File: src/sv/ffr_pkg.sv
// Shared types, constants and the radix reset table for the FFT length factorizer.
// Used by the controller, the datapath, the divider and the top level.
`timescale 1ns / 1ps
`default_nettype none

package ffr_pkg;

  localparam int NUM_RADICES = 6;
  localparam int LENGTH_BITS = 31;
  localparam int NUM_REGS    = 6;
  localparam int RADIX_W     = 16;
  localparam int STAGE_W     = 3;
  localparam int COUNT_W     = 5;
  localparam int REG_IDX_W   = $clog2(NUM_REGS);
  localparam int CFG_IDX_W   = 3;
  localparam int DIV_CNT_W   = $clog2(LENGTH_BITS);

  typedef enum logic [1:0] {
    ST_IDLE,
    ST_CHECK,
    ST_DIV,
    ST_EMIT
  } ffr_state_t;

  // Commands from the controller to the datapath.
  typedef struct packed {
    logic load_item;
    logic start_div;
    logic accept_div;
    logic load_out;
    logic next_stage;
  } ffr_cmd_t;

  // Status from the datapath to the controller.
  typedef struct packed {
    logic skip;
    logic div_done;
    logic div_exact;
    logic last;
    logic out_free;
  } ffr_sts_t;

  // Reset values of the radix registers, and the fixed radices of stages
  // beyond the register file.
  function automatic logic [RADIX_W-1:0] reset_radix(input logic [STAGE_W-1:0] idx);
    logic [RADIX_W-1:0] val;
    unique case (idx)
      3'd0:    val = RADIX_W'(2);
      3'd1:    val = RADIX_W'(3);
      3'd2:    val = RADIX_W'(5);
      3'd3:    val = RADIX_W'(7);
      3'd4:    val = RADIX_W'(11);
      3'd5:    val = RADIX_W'(13);
      3'd6:    val = RADIX_W'(17);
      default: val = RADIX_W'(19);
    endcase
    return val;
  endfunction

endpackage

`default_nettype wire

File: src/sv/fft_length_radix_factorizer.sv
// Mixed-radix FFT length factorizer: one length in, one result per configured radix out.
// A trial division checks the stage and starts the shared bit-serial divider, which works
// through the quotient bits of the 31-bit length, and then takes the result. Each stage ends
// with an emit step, and the length is taken in the idle state. A length needs at most
// 36 divisions (30 exact plus one inexact per stage); output stalls can add waiting.
// Throughput: one length at a time; the next is taken after the last result is loaded.
// Reset (rst_n low, synchronous) returns the radices to 2, 3, 5, 7, 11, 13 and idles.
`timescale 1ns / 1ps
`default_nettype none

module fft_length_radix_factorizer (
  input  wire logic                              clk,
  input  wire logic                              rst_n,
  // Configuration write port: one radix register per index.
  input  wire logic                              cfg_wr_en,
  input  wire logic [ffr_pkg::CFG_IDX_W-1:0]     cfg_index,
  input  wire logic [ffr_pkg::RADIX_W-1:0]       cfg_wdata,
  // Input channel: one transform length per transfer.
  input  wire logic                              in_valid,
  output logic                                   in_stall,
  input  wire logic [ffr_pkg::LENGTH_BITS-1:0]   in_fft_length,
  // Result channel: one transfer per radix stage.
  output logic                                   out_valid,
  input  wire logic                              out_stall,
  output logic      [ffr_pkg::STAGE_W-1:0]       out_stage_index,
  output logic      [ffr_pkg::RADIX_W-1:0]       out_stage_radix,
  output logic      [ffr_pkg::COUNT_W-1:0]       out_factor_count,
  output logic      [ffr_pkg::LENGTH_BITS-1:0]   out_remaining_length,
  output logic                                   out_length_invalid,
  output logic                                   out_last_stage
);

  // The controller walks the stages. For each stage it either skips the
  // division (zero length, or a radix below two) or keeps dividing the
  // running length while the remainder is zero. The first inexact division
  // ends the stage; either way the stage's result is loaded into the output register.
  ffr_pkg::ffr_cmd_t cmd;
  ffr_pkg::ffr_sts_t sts;

  ffr_ctrl u_ctrl (
    .clk      (clk),
    .rst_n    (rst_n),
    .in_valid (in_valid),
    .in_stall (in_stall),
    .sts      (sts),
    .cmd      (cmd)
  );

  // The datapath holds the radix registers, the running length and count,
  // the divider, and the result register that the output channel reads.
  // A result can wait in that register while the next stage is computed.
  ffr_datapath u_dp (
    .clk                  (clk),
    .rst_n                (rst_n),
    .cmd                  (cmd),
    .sts                  (sts),
    .in_fft_length        (in_fft_length),
    .cfg_wr_en            (cfg_wr_en),
    .cfg_index            (cfg_index),
    .cfg_wdata            (cfg_wdata),
    .out_valid            (out_valid),
    .out_stall            (out_stall),
    .out_stage_index      (out_stage_index),
    .out_stage_radix      (out_stage_radix),
    .out_factor_count     (out_factor_count),
    .out_remaining_length (out_remaining_length),
    .out_length_invalid   (out_length_invalid),
    .out_last_stage       (out_last_stage)
  );

endmodule

`default_nettype wire

File: src/sv/ffr_divider.sv
// Restoring divider, one quotient bit per cycle, for length by radix.
// Depends on ffr_pkg for the length and radix widths.
`timescale 1ns / 1ps
`default_nettype none

module ffr_divider (
  input  wire logic                              clk,
  input  wire logic                              rst_n,
  input  wire logic                              start,
  input  wire logic [ffr_pkg::LENGTH_BITS-1:0]   dividend,
  input  wire logic [ffr_pkg::RADIX_W-1:0]       divisor,
  output logic                                   done,
  output logic      [ffr_pkg::LENGTH_BITS-1:0]   quotient,
  output logic      [ffr_pkg::RADIX_W-1:0]       remainder
);

  logic                              busy_r, busy_nxt;
  logic                              done_r, done_nxt;
  logic [ffr_pkg::DIV_CNT_W-1:0]     cnt_r, cnt_nxt;
  logic [ffr_pkg::LENGTH_BITS-1:0]   quo_r, quo_nxt;
  logic [ffr_pkg::RADIX_W-1:0]       rem_r, rem_nxt;
  logic [ffr_pkg::RADIX_W-1:0]       dvs_r, dvs_nxt;
  logic [ffr_pkg::RADIX_W:0]         trial;
  logic [ffr_pkg::RADIX_W:0]         diff;

  assign trial = {rem_r, quo_r[ffr_pkg::LENGTH_BITS-1]};
  assign diff  = trial - {1'b0, dvs_r};

  always_comb begin
    busy_nxt = busy_r;
    done_nxt = 1'b0;
    cnt_nxt  = cnt_r;
    quo_nxt  = quo_r;
    rem_nxt  = rem_r;
    dvs_nxt  = dvs_r;
    if (start) begin
      busy_nxt = 1'b1;
      cnt_nxt  = '0;
      quo_nxt  = dividend;
      rem_nxt  = '0;
      dvs_nxt  = divisor;
    end else if (busy_r) begin
      // No borrow means the shifted remainder reached the divisor.
      if (!diff[ffr_pkg::RADIX_W]) begin
        rem_nxt = diff[ffr_pkg::RADIX_W-1:0];
        quo_nxt = {quo_r[ffr_pkg::LENGTH_BITS-2:0], 1'b1};
      end else begin
        rem_nxt = trial[ffr_pkg::RADIX_W-1:0];
        quo_nxt = {quo_r[ffr_pkg::LENGTH_BITS-2:0], 1'b0};
      end
      cnt_nxt = cnt_r + 1'b1;
      if (cnt_r == ffr_pkg::DIV_CNT_W'(ffr_pkg::LENGTH_BITS - 1)) begin
        busy_nxt = 1'b0;
        done_nxt = 1'b1;
      end
    end
  end

  always_ff @(posedge clk) begin
    if (!rst_n) begin
      busy_r <= 1'b0;
      done_r <= 1'b0;
      cnt_r  <= '0;
    end else begin
      busy_r <= busy_nxt;
      done_r <= done_nxt;
      cnt_r  <= cnt_nxt;
    end
  end

  always_ff @(posedge clk) begin
    quo_r <= quo_nxt;
    rem_r <= rem_nxt;
    dvs_r <= dvs_nxt;
  end

  assign done      = done_r;
  assign quotient  = quo_r;
  assign remainder = rem_r;

endmodule

`default_nettype wire

File: src/sv/ffr_datapath.sv
// Datapath: radix registers, running length and count, stage counter, result register.
// Depends on ffr_pkg and instantiates ffr_divider.
`timescale 1ns / 1ps
`default_nettype none

module ffr_datapath (
  input  wire logic                              clk,
  input  wire logic                              rst_n,
  input  wire ffr_pkg::ffr_cmd_t                 cmd,
  output ffr_pkg::ffr_sts_t                      sts,
  input  wire logic [ffr_pkg::LENGTH_BITS-1:0]   in_fft_length,
  input  wire logic                              cfg_wr_en,
  input  wire logic [ffr_pkg::CFG_IDX_W-1:0]     cfg_index,
  input  wire logic [ffr_pkg::RADIX_W-1:0]       cfg_wdata,
  output logic                                   out_valid,
  input  wire logic                              out_stall,
  output logic      [ffr_pkg::STAGE_W-1:0]       out_stage_index,
  output logic      [ffr_pkg::RADIX_W-1:0]       out_stage_radix,
  output logic      [ffr_pkg::COUNT_W-1:0]       out_factor_count,
  output logic      [ffr_pkg::LENGTH_BITS-1:0]   out_remaining_length,
  output logic                                   out_length_invalid,
  output logic                                   out_last_stage
);

  logic [ffr_pkg::RADIX_W-1:0]       radix_r [ffr_pkg::NUM_REGS];
  logic [ffr_pkg::LENGTH_BITS-1:0]   len_r, len_nxt;
  logic [ffr_pkg::COUNT_W-1:0]       cnt_r, cnt_nxt;
  logic [ffr_pkg::STAGE_W-1:0]       stage_r, stage_nxt;
  logic                              inv_r, inv_nxt;
  logic                              out_valid_r, out_valid_nxt;
  logic [ffr_pkg::STAGE_W-1:0]       out_stage_r;
  logic [ffr_pkg::RADIX_W-1:0]       out_radix_r;
  logic [ffr_pkg::COUNT_W-1:0]       out_cnt_r;
  logic [ffr_pkg::LENGTH_BITS-1:0]   out_len_r;
  logic                              out_inv_r;
  logic                              out_last_r;
  logic [ffr_pkg::RADIX_W-1:0]       cur_radix;
  logic                              last;
  logic                              out_free;
  logic                              div_done;
  logic [ffr_pkg::LENGTH_BITS-1:0]   div_quo;
  logic [ffr_pkg::RADIX_W-1:0]       div_rem;

  ffr_divider u_div (
    .clk       (clk),
    .rst_n     (rst_n),
    .start     (cmd.start_div),
    .dividend  (len_r),
    .divisor   (cur_radix),
    .done      (div_done),
    .quotient  (div_quo),
    .remainder (div_rem)
  );

  // Stages past the register file use fixed radices.
  always_comb begin
    if (stage_r < ffr_pkg::STAGE_W'(ffr_pkg::NUM_REGS)) begin
      cur_radix = radix_r[stage_r[ffr_pkg::REG_IDX_W-1:0]];
    end else begin
      cur_radix = ffr_pkg::reset_radix(stage_r);
    end
  end

  assign last     = (stage_r == ffr_pkg::STAGE_W'(ffr_pkg::NUM_RADICES - 1));
  assign out_free = !out_valid_r || !out_stall;

  assign sts.skip      = inv_r || (cur_radix < ffr_pkg::RADIX_W'(2));
  assign sts.div_done  = div_done;
  assign sts.div_exact = (div_rem == '0);
  assign sts.last      = last;
  assign sts.out_free  = out_free;

  always_comb begin
    len_nxt   = len_r;
    cnt_nxt   = cnt_r;
    stage_nxt = stage_r;
    inv_nxt   = inv_r;
    if (cmd.load_item) begin
      len_nxt   = in_fft_length;
      cnt_nxt   = '0;
      stage_nxt = '0;
      inv_nxt   = (in_fft_length == '0);
    end else if (cmd.accept_div) begin
      len_nxt = div_quo;
      cnt_nxt = cnt_r + 1'b1;
    end else if (cmd.next_stage) begin
      cnt_nxt   = '0;
      stage_nxt = stage_r + 1'b1;
    end
  end

  always_comb begin
    out_valid_nxt = out_valid_r;
    if (cmd.load_out) begin
      out_valid_nxt = 1'b1;
    end else if (out_valid_r && !out_stall) begin
      out_valid_nxt = 1'b0;
    end
  end

  always_ff @(posedge clk) begin
    if (!rst_n) begin
      for (int i = 0; i < ffr_pkg::NUM_REGS; i++) begin
        radix_r[i] <= ffr_pkg::reset_radix(ffr_pkg::STAGE_W'(i));
      end
    end else if (cfg_wr_en && (cfg_index < ffr_pkg::CFG_IDX_W'(ffr_pkg::NUM_REGS))) begin
      radix_r[cfg_index[ffr_pkg::REG_IDX_W-1:0]] <= cfg_wdata;
    end
  end

  always_ff @(posedge clk) begin
    if (!rst_n) begin
      stage_r     <= '0;
      out_valid_r <= 1'b0;
    end else begin
      stage_r     <= stage_nxt;
      out_valid_r <= out_valid_nxt;
    end
  end

  always_ff @(posedge clk) begin
    len_r <= len_nxt;
    cnt_r <= cnt_nxt;
    inv_r <= inv_nxt;
    if (cmd.load_out) begin
      out_stage_r <= stage_r;
      out_radix_r <= cur_radix;
      out_cnt_r   <= cnt_r;
      out_len_r   <= len_r;
      out_inv_r   <= inv_r;
      out_last_r  <= last;
    end
  end

  assign out_valid            = out_valid_r;
  assign out_stage_index      = out_stage_r;
  assign out_stage_radix      = out_radix_r;
  assign out_factor_count     = out_cnt_r;
  assign out_remaining_length = out_len_r;
  assign out_length_invalid   = out_inv_r;
  assign out_last_stage       = out_last_r;

  a_load_needs_slot: assert property (@(posedge clk) disable iff (!rst_n)
    cmd.load_out |-> (!out_valid_r || !out_stall))
    else $error("result register overwritten while a transfer was pending");

  a_div_only_valid: assert property (@(posedge clk) disable iff (!rst_n)
    cmd.start_div |-> (!inv_r && (cur_radix >= ffr_pkg::RADIX_W'(2))))
    else $error("division started for an invalid length or a radix below two");

  a_accept_exact: assert property (@(posedge clk) disable iff (!rst_n)
    cmd.accept_div |-> (div_done && (div_rem == '0)))
    else $error("quotient taken from an inexact or unfinished division");

  a_len_shrinks: assert property (@(posedge clk) disable iff (!rst_n)
    cmd.accept_div |=> (len_r < $past(len_r)))
    else $error("exact division did not reduce the running length");

endmodule

`default_nettype wire

File: src/sv/ffr_ctrl.sv
// Controller state machine: sequences stages, trial divisions and result transfers.
// Depends on ffr_pkg for the state, command and status types.
`timescale 1ns / 1ps
`default_nettype none

module ffr_ctrl (
  input  wire logic                  clk,
  input  wire logic                  rst_n,
  input  wire logic                  in_valid,
  output logic                       in_stall,
  input  wire ffr_pkg::ffr_sts_t     sts,
  output ffr_pkg::ffr_cmd_t          cmd
);

  ffr_pkg::ffr_state_t state_r, state_nxt;

  always_comb begin
    state_nxt = state_r;
    unique case (state_r)
      ffr_pkg::ST_IDLE: begin
        if (in_valid) begin
          state_nxt = ffr_pkg::ST_CHECK;
        end
      end
      ffr_pkg::ST_CHECK: begin
        state_nxt = sts.skip ? ffr_pkg::ST_EMIT : ffr_pkg::ST_DIV;
      end
      ffr_pkg::ST_DIV: begin
        if (sts.div_done) begin
          state_nxt = sts.div_exact ? ffr_pkg::ST_CHECK : ffr_pkg::ST_EMIT;
        end
      end
      ffr_pkg::ST_EMIT: begin
        if (sts.out_free) begin
          state_nxt = sts.last ? ffr_pkg::ST_IDLE : ffr_pkg::ST_CHECK;
        end
      end
      default: state_nxt = ffr_pkg::ST_IDLE;
    endcase
  end

  always_comb begin
    cmd      = '0;
    in_stall = 1'b1;
    unique case (state_r)
      ffr_pkg::ST_IDLE: begin
        in_stall      = 1'b0;
        cmd.load_item = in_valid;
      end
      ffr_pkg::ST_CHECK: begin
        cmd.start_div = !sts.skip;
      end
      ffr_pkg::ST_DIV: begin
        cmd.accept_div = sts.div_done && sts.div_exact;
      end
      ffr_pkg::ST_EMIT: begin
        cmd.load_out   = sts.out_free;
        cmd.next_stage = sts.out_free && !sts.last;
      end
      default: begin
        in_stall = 1'b1;
      end
    endcase
  end

  always_ff @(posedge clk) begin
    if (!rst_n) begin
      state_r <= ffr_pkg::ST_IDLE;
    end else begin
      state_r <= state_nxt;
    end
  end

endmodule

`default_nettype wire
File: config.mk
export PLATFORM = sky130hd
export DESIGN_NAME = fft_length_radix_factorizer
export DESIGN_NICKNAME = d
export VERILOG_FILES = /design/src/sv/ffr_pkg.sv /design/src/sv/fft_length_radix_factorizer.sv /design/src/sv/ffr_divider.sv /design/src/sv/ffr_datapath.sv /design/src/sv/ffr_ctrl.sv
export SDC_FILE = /design/constraint.sdc
export NUM_CORES = 1
export LEC_CHECK = 0
export ABC_AREA = 1
export BUFFER_PORTS_ARGS = -buffer_cell sky130_fd_sc_hd__buf_2
export CAP_MARGIN = 10
export CORE_MARGIN = 3
export CORE_UTILIZATION = 56
export CTS_CLUSTER_DIAMETER = 30
export CTS_CLUSTER_SIZE = 30
export DETAILED_ROUTE_END_ITERATION = 6
export PLACE_DENSITY = 0.75
export SLEW_MARGIN = 10
export SYNTH_ARGS = -nofsm -noshare
export SYNTH_HDL_FRONTEND = slang
export SYNTH_SLANG_ARGS = --single-unit
File: constraint.sdc
create_clock -name clk -period 16.2 [get_ports clk]
set_input_delay 3.24 -clock clk [delete_from_list [all_inputs] [get_ports clk]]
set_output_delay 3.24 -clock clk [all_outputs]
set_load 0.03 [all_outputs]
==> flow_summary_export.csv <==
group,metric,value,unit
run_status,status,"finished clean",
global_routing,overflow,0,
global_routing,grt_pass1_vias,9808,
routing,via_per_inst,5.22,
timing,totalNegativeSetupSlack,0,ps
pwr,intPower,1.83,mW
clocking,htreeDepth,2,
timing,max_freq,180,MHz
clocking,ctsHoldBuffers,0,
synth,yosys_warnings,0,
clocking,numCtsBuffers,56,
routing,wire_per_inst,15.6,um
floorplanning,ioPinCount,114,
critical_path,worstRegToRegCells,16,
final_layout,drive_above_1_share,13.8,%
clocking,cts-resized-gates,0,
synth,synth_area,0.0136,mm^2
floorplanning,start_util,57.5,%
synth,yosysSeqAreaShare,63.7,%
clocking,clockRootBuffer,"clkbuf_16",
timing,tightest_slew,1090,ps
pwr,clockPowerShare,46.5,%
clocking,clk_path_buf_depth,3,
routing,drtAntennaViolNets,0,
floorplanning,die-area,0.0262,mm^2
critical_path,crit_type,"input pin to flip-flop",
final_layout,n_antenna_cell,0,
timing,setup-violations-final,0,
timing,finalCriticalPeriod,5570,ps
clocking,tritoncts,"built",
global_routing,grt_usage,23.5,%
floorplanning,rows,56,
job,cap_violations,0,
placed_design,port-buffer-count,113,
routing,drc,0,
timing,slew_violations,0,
pwr,pwr-share-seq,40.4,%
timing,rsz0062_at_grt,"no",
critical_path,cp.required,16370,ps
placed_design,dp_hpwl,19600,um
pwr,p_per_area,152,mW/mm^2
critical_path,path_max_fanout,20,
global_routing,grt_antenna_before_repair,0,
routing,first_pass_iters,6,
synth,syn_avg_cell_area,9.51,um^2
final_layout,area_growth,20.7,%
clocking,clk_pin_slew,60,ps
pwr,leakage,7.28,nW
timing,finalHoldViolCount,0,
global_routing,grt_max_degree,69,
timing,slew_headroom,27.1,%
clocking,cts.sinks,301,
pwr,p_comb_share,13.1,%
routing,dr_total_vias,10200,
critical_path,worst_ep_arrival_time,5740,ps
routing,drtIter0Drc,1007,
pwr,ir_drop,95.1,uV
clocking,clk-insertion-delay-late,560,ps
synth,synthCells,1431,
hold_path,min_path_cells,0,
floorplanning,fp.coreArea,0.0237,mm^2
critical_path,cp-end-kind,"flip-flop",
hold_path,hold_class,"flip-flop to flip-flop",
global_routing,grt_pass1_wl,49600,um
final_layout,utilization,69.4,%
final_layout,nets,1669,
timing,skew,29.3,ps
placed_design,finalWeightedCongestion,0.859,
pwr,p_sw,664,uW
pwr,sw_frac_of_total,26.6,%
clocking,postCtsSetupBuffers,0,
critical_path,critPathLaunchType,"input pin",
synth,ys_ff_latch,301,
synth,ys_types,36,
floorplanning,die_h,162,um
routing,drt-total-wl,30600,um
floorplanning,die_w,162,um
timing,fin_crit_sh,34.4,%
==> routing by layer <==
layer	global-route usage, %	share of wire, %
met1	32.4	43
met3	4.69	7.4
met4	7.72	2.1
met5	0	0
met2	38.0	48
==> placed cells by master (no fill, tap or decap), types with 28 or more instances in the layout <==
cell type  netlist  final
nand2_1        519    519
edfxtp_1       264    264
inv_1          158    158
nor2_1         156    155
buf_2           22    113
nand3_1         90     90
clkbuf_16        0     56
dfxtp_1         37     36
conb_1           1     32
a21oi_1         29     28
==> Yosys cell counts, drive strengths merged <==
master	n	area share (%)
nand2	520	14
edfxtp	264	58
inv	164	4.5
nor2	156	4.3
nand3	90	3.3
dfxtp	37	5.4
buf	31	1.4
a21oi	29	1.1
o21ai	28	1.0
ha	24	2.2
clkbuf	23	0.63
nor4	12	0.55
xnor2	10	0.64
nand4	7	0.32
xor2	6	0.39
nand3b	5	0.28
nor3	4	0.15
o211ai	3	0.17
a211oi	2	0.11
a221oi	2	0.13
clkinv	2	0.055
nor3b	2	0.11
o21bai	2	0.11
or2	2	0.092
a21o	1	0.055
a311oi	1	0.064
conb	1	0.028
fa	1	0.15
o21a	1	0.055
or3	1	0.046
==> per-stage QoR <==
step	total power [mW]	hold WS [ps]	instances	worst slack, ps	area (um^2)
after floorplan	1.25	427	1462	8880	13700
after global placement	1.33	433	1850	10200	14500
after detailed placement	1.34	434	1850	10120	14500
after CTS	2.50	444	1955	10660	16400
after global routing	2.60	454	1955	10330	16400
final	2.49	439	1955	10630	16400
==> sequential cells by signal, indices dropped and copies added, names as in the netlist, 2 cells and up, named ones only <==
name	flops
u_dp.stage_r	3
u_dp.radix_r	128
u_dp.cnt_r	5
u_dp.u_div.dvs_r	16
u_dp.u_div.remainder	16
u_dp.out_stage_radix	16
u_dp.u_div.quotient	31
u_dp.out_remaining_length	31
u_dp.len_r	31
u_ctrl.state_r	2
u_dp.u_div.cnt_r	5
u_dp.out_stage_index	3
u_dp.out_factor_count	5
==> power groups by stage <==
stage               Combinational (mW)  Sequential, mW  Clock [mW]
finish                           0.327            1.01        1.16
global route                     0.368            1.02        1.21
CTS                              0.326            1.01        1.17
detailed placement               0.321            1.02           0
global placement                 0.313            1.02           0
floorplan                        0.219            1.03           0
==> path summary, 6_finish.rpt <==
path	from	slack, ps	to
min	u_dp.len_r[19]	440	u_dp.out_remaining_length[19]
max	rst_n	10630	u_dp.radix_r[1][3]
max reg2reg	flip-flop	12140	u_dp.u_div.quotient[17]
min reg2reg	u_dp.len_r[19]	440	u_dp.out_remaining_length[19]
==> logic make-up after synthesis <==
logic type	after synthesis	synth area share [%]
DFF	301	63.7
other	1	0.0275
and+or+nand+nor	799	23.5
AOI/OAI and AO/OA	69	2.78
xor gates and xnor gates	16	1.03
adders and majority gates	25	2.35
buffers and inverters	220	6.63
==> critical path, stage by stage <==
cell and delay, ps:
buf_2 250, nand3_1 590, nor2_1 320, inv_1 90, nor2_1 90, inv_1 60, nor2_1 220, inv_1 290
nand2_1 600
==> layout make-up <==
cell class / instances / area, um^2
Clock buffer: 61 / 1430
Clock inverter: 44 / 493
Fill cell: 1753 / 7250
Inverter: 166 / 623
Multi-Input combinational cell: 941 / 4170
Sequential cell: 301 / 8670
Tap cell: 319 / 399
Timing Repair Buffer: 123 / 641
(Power assumes the default switching activity.)
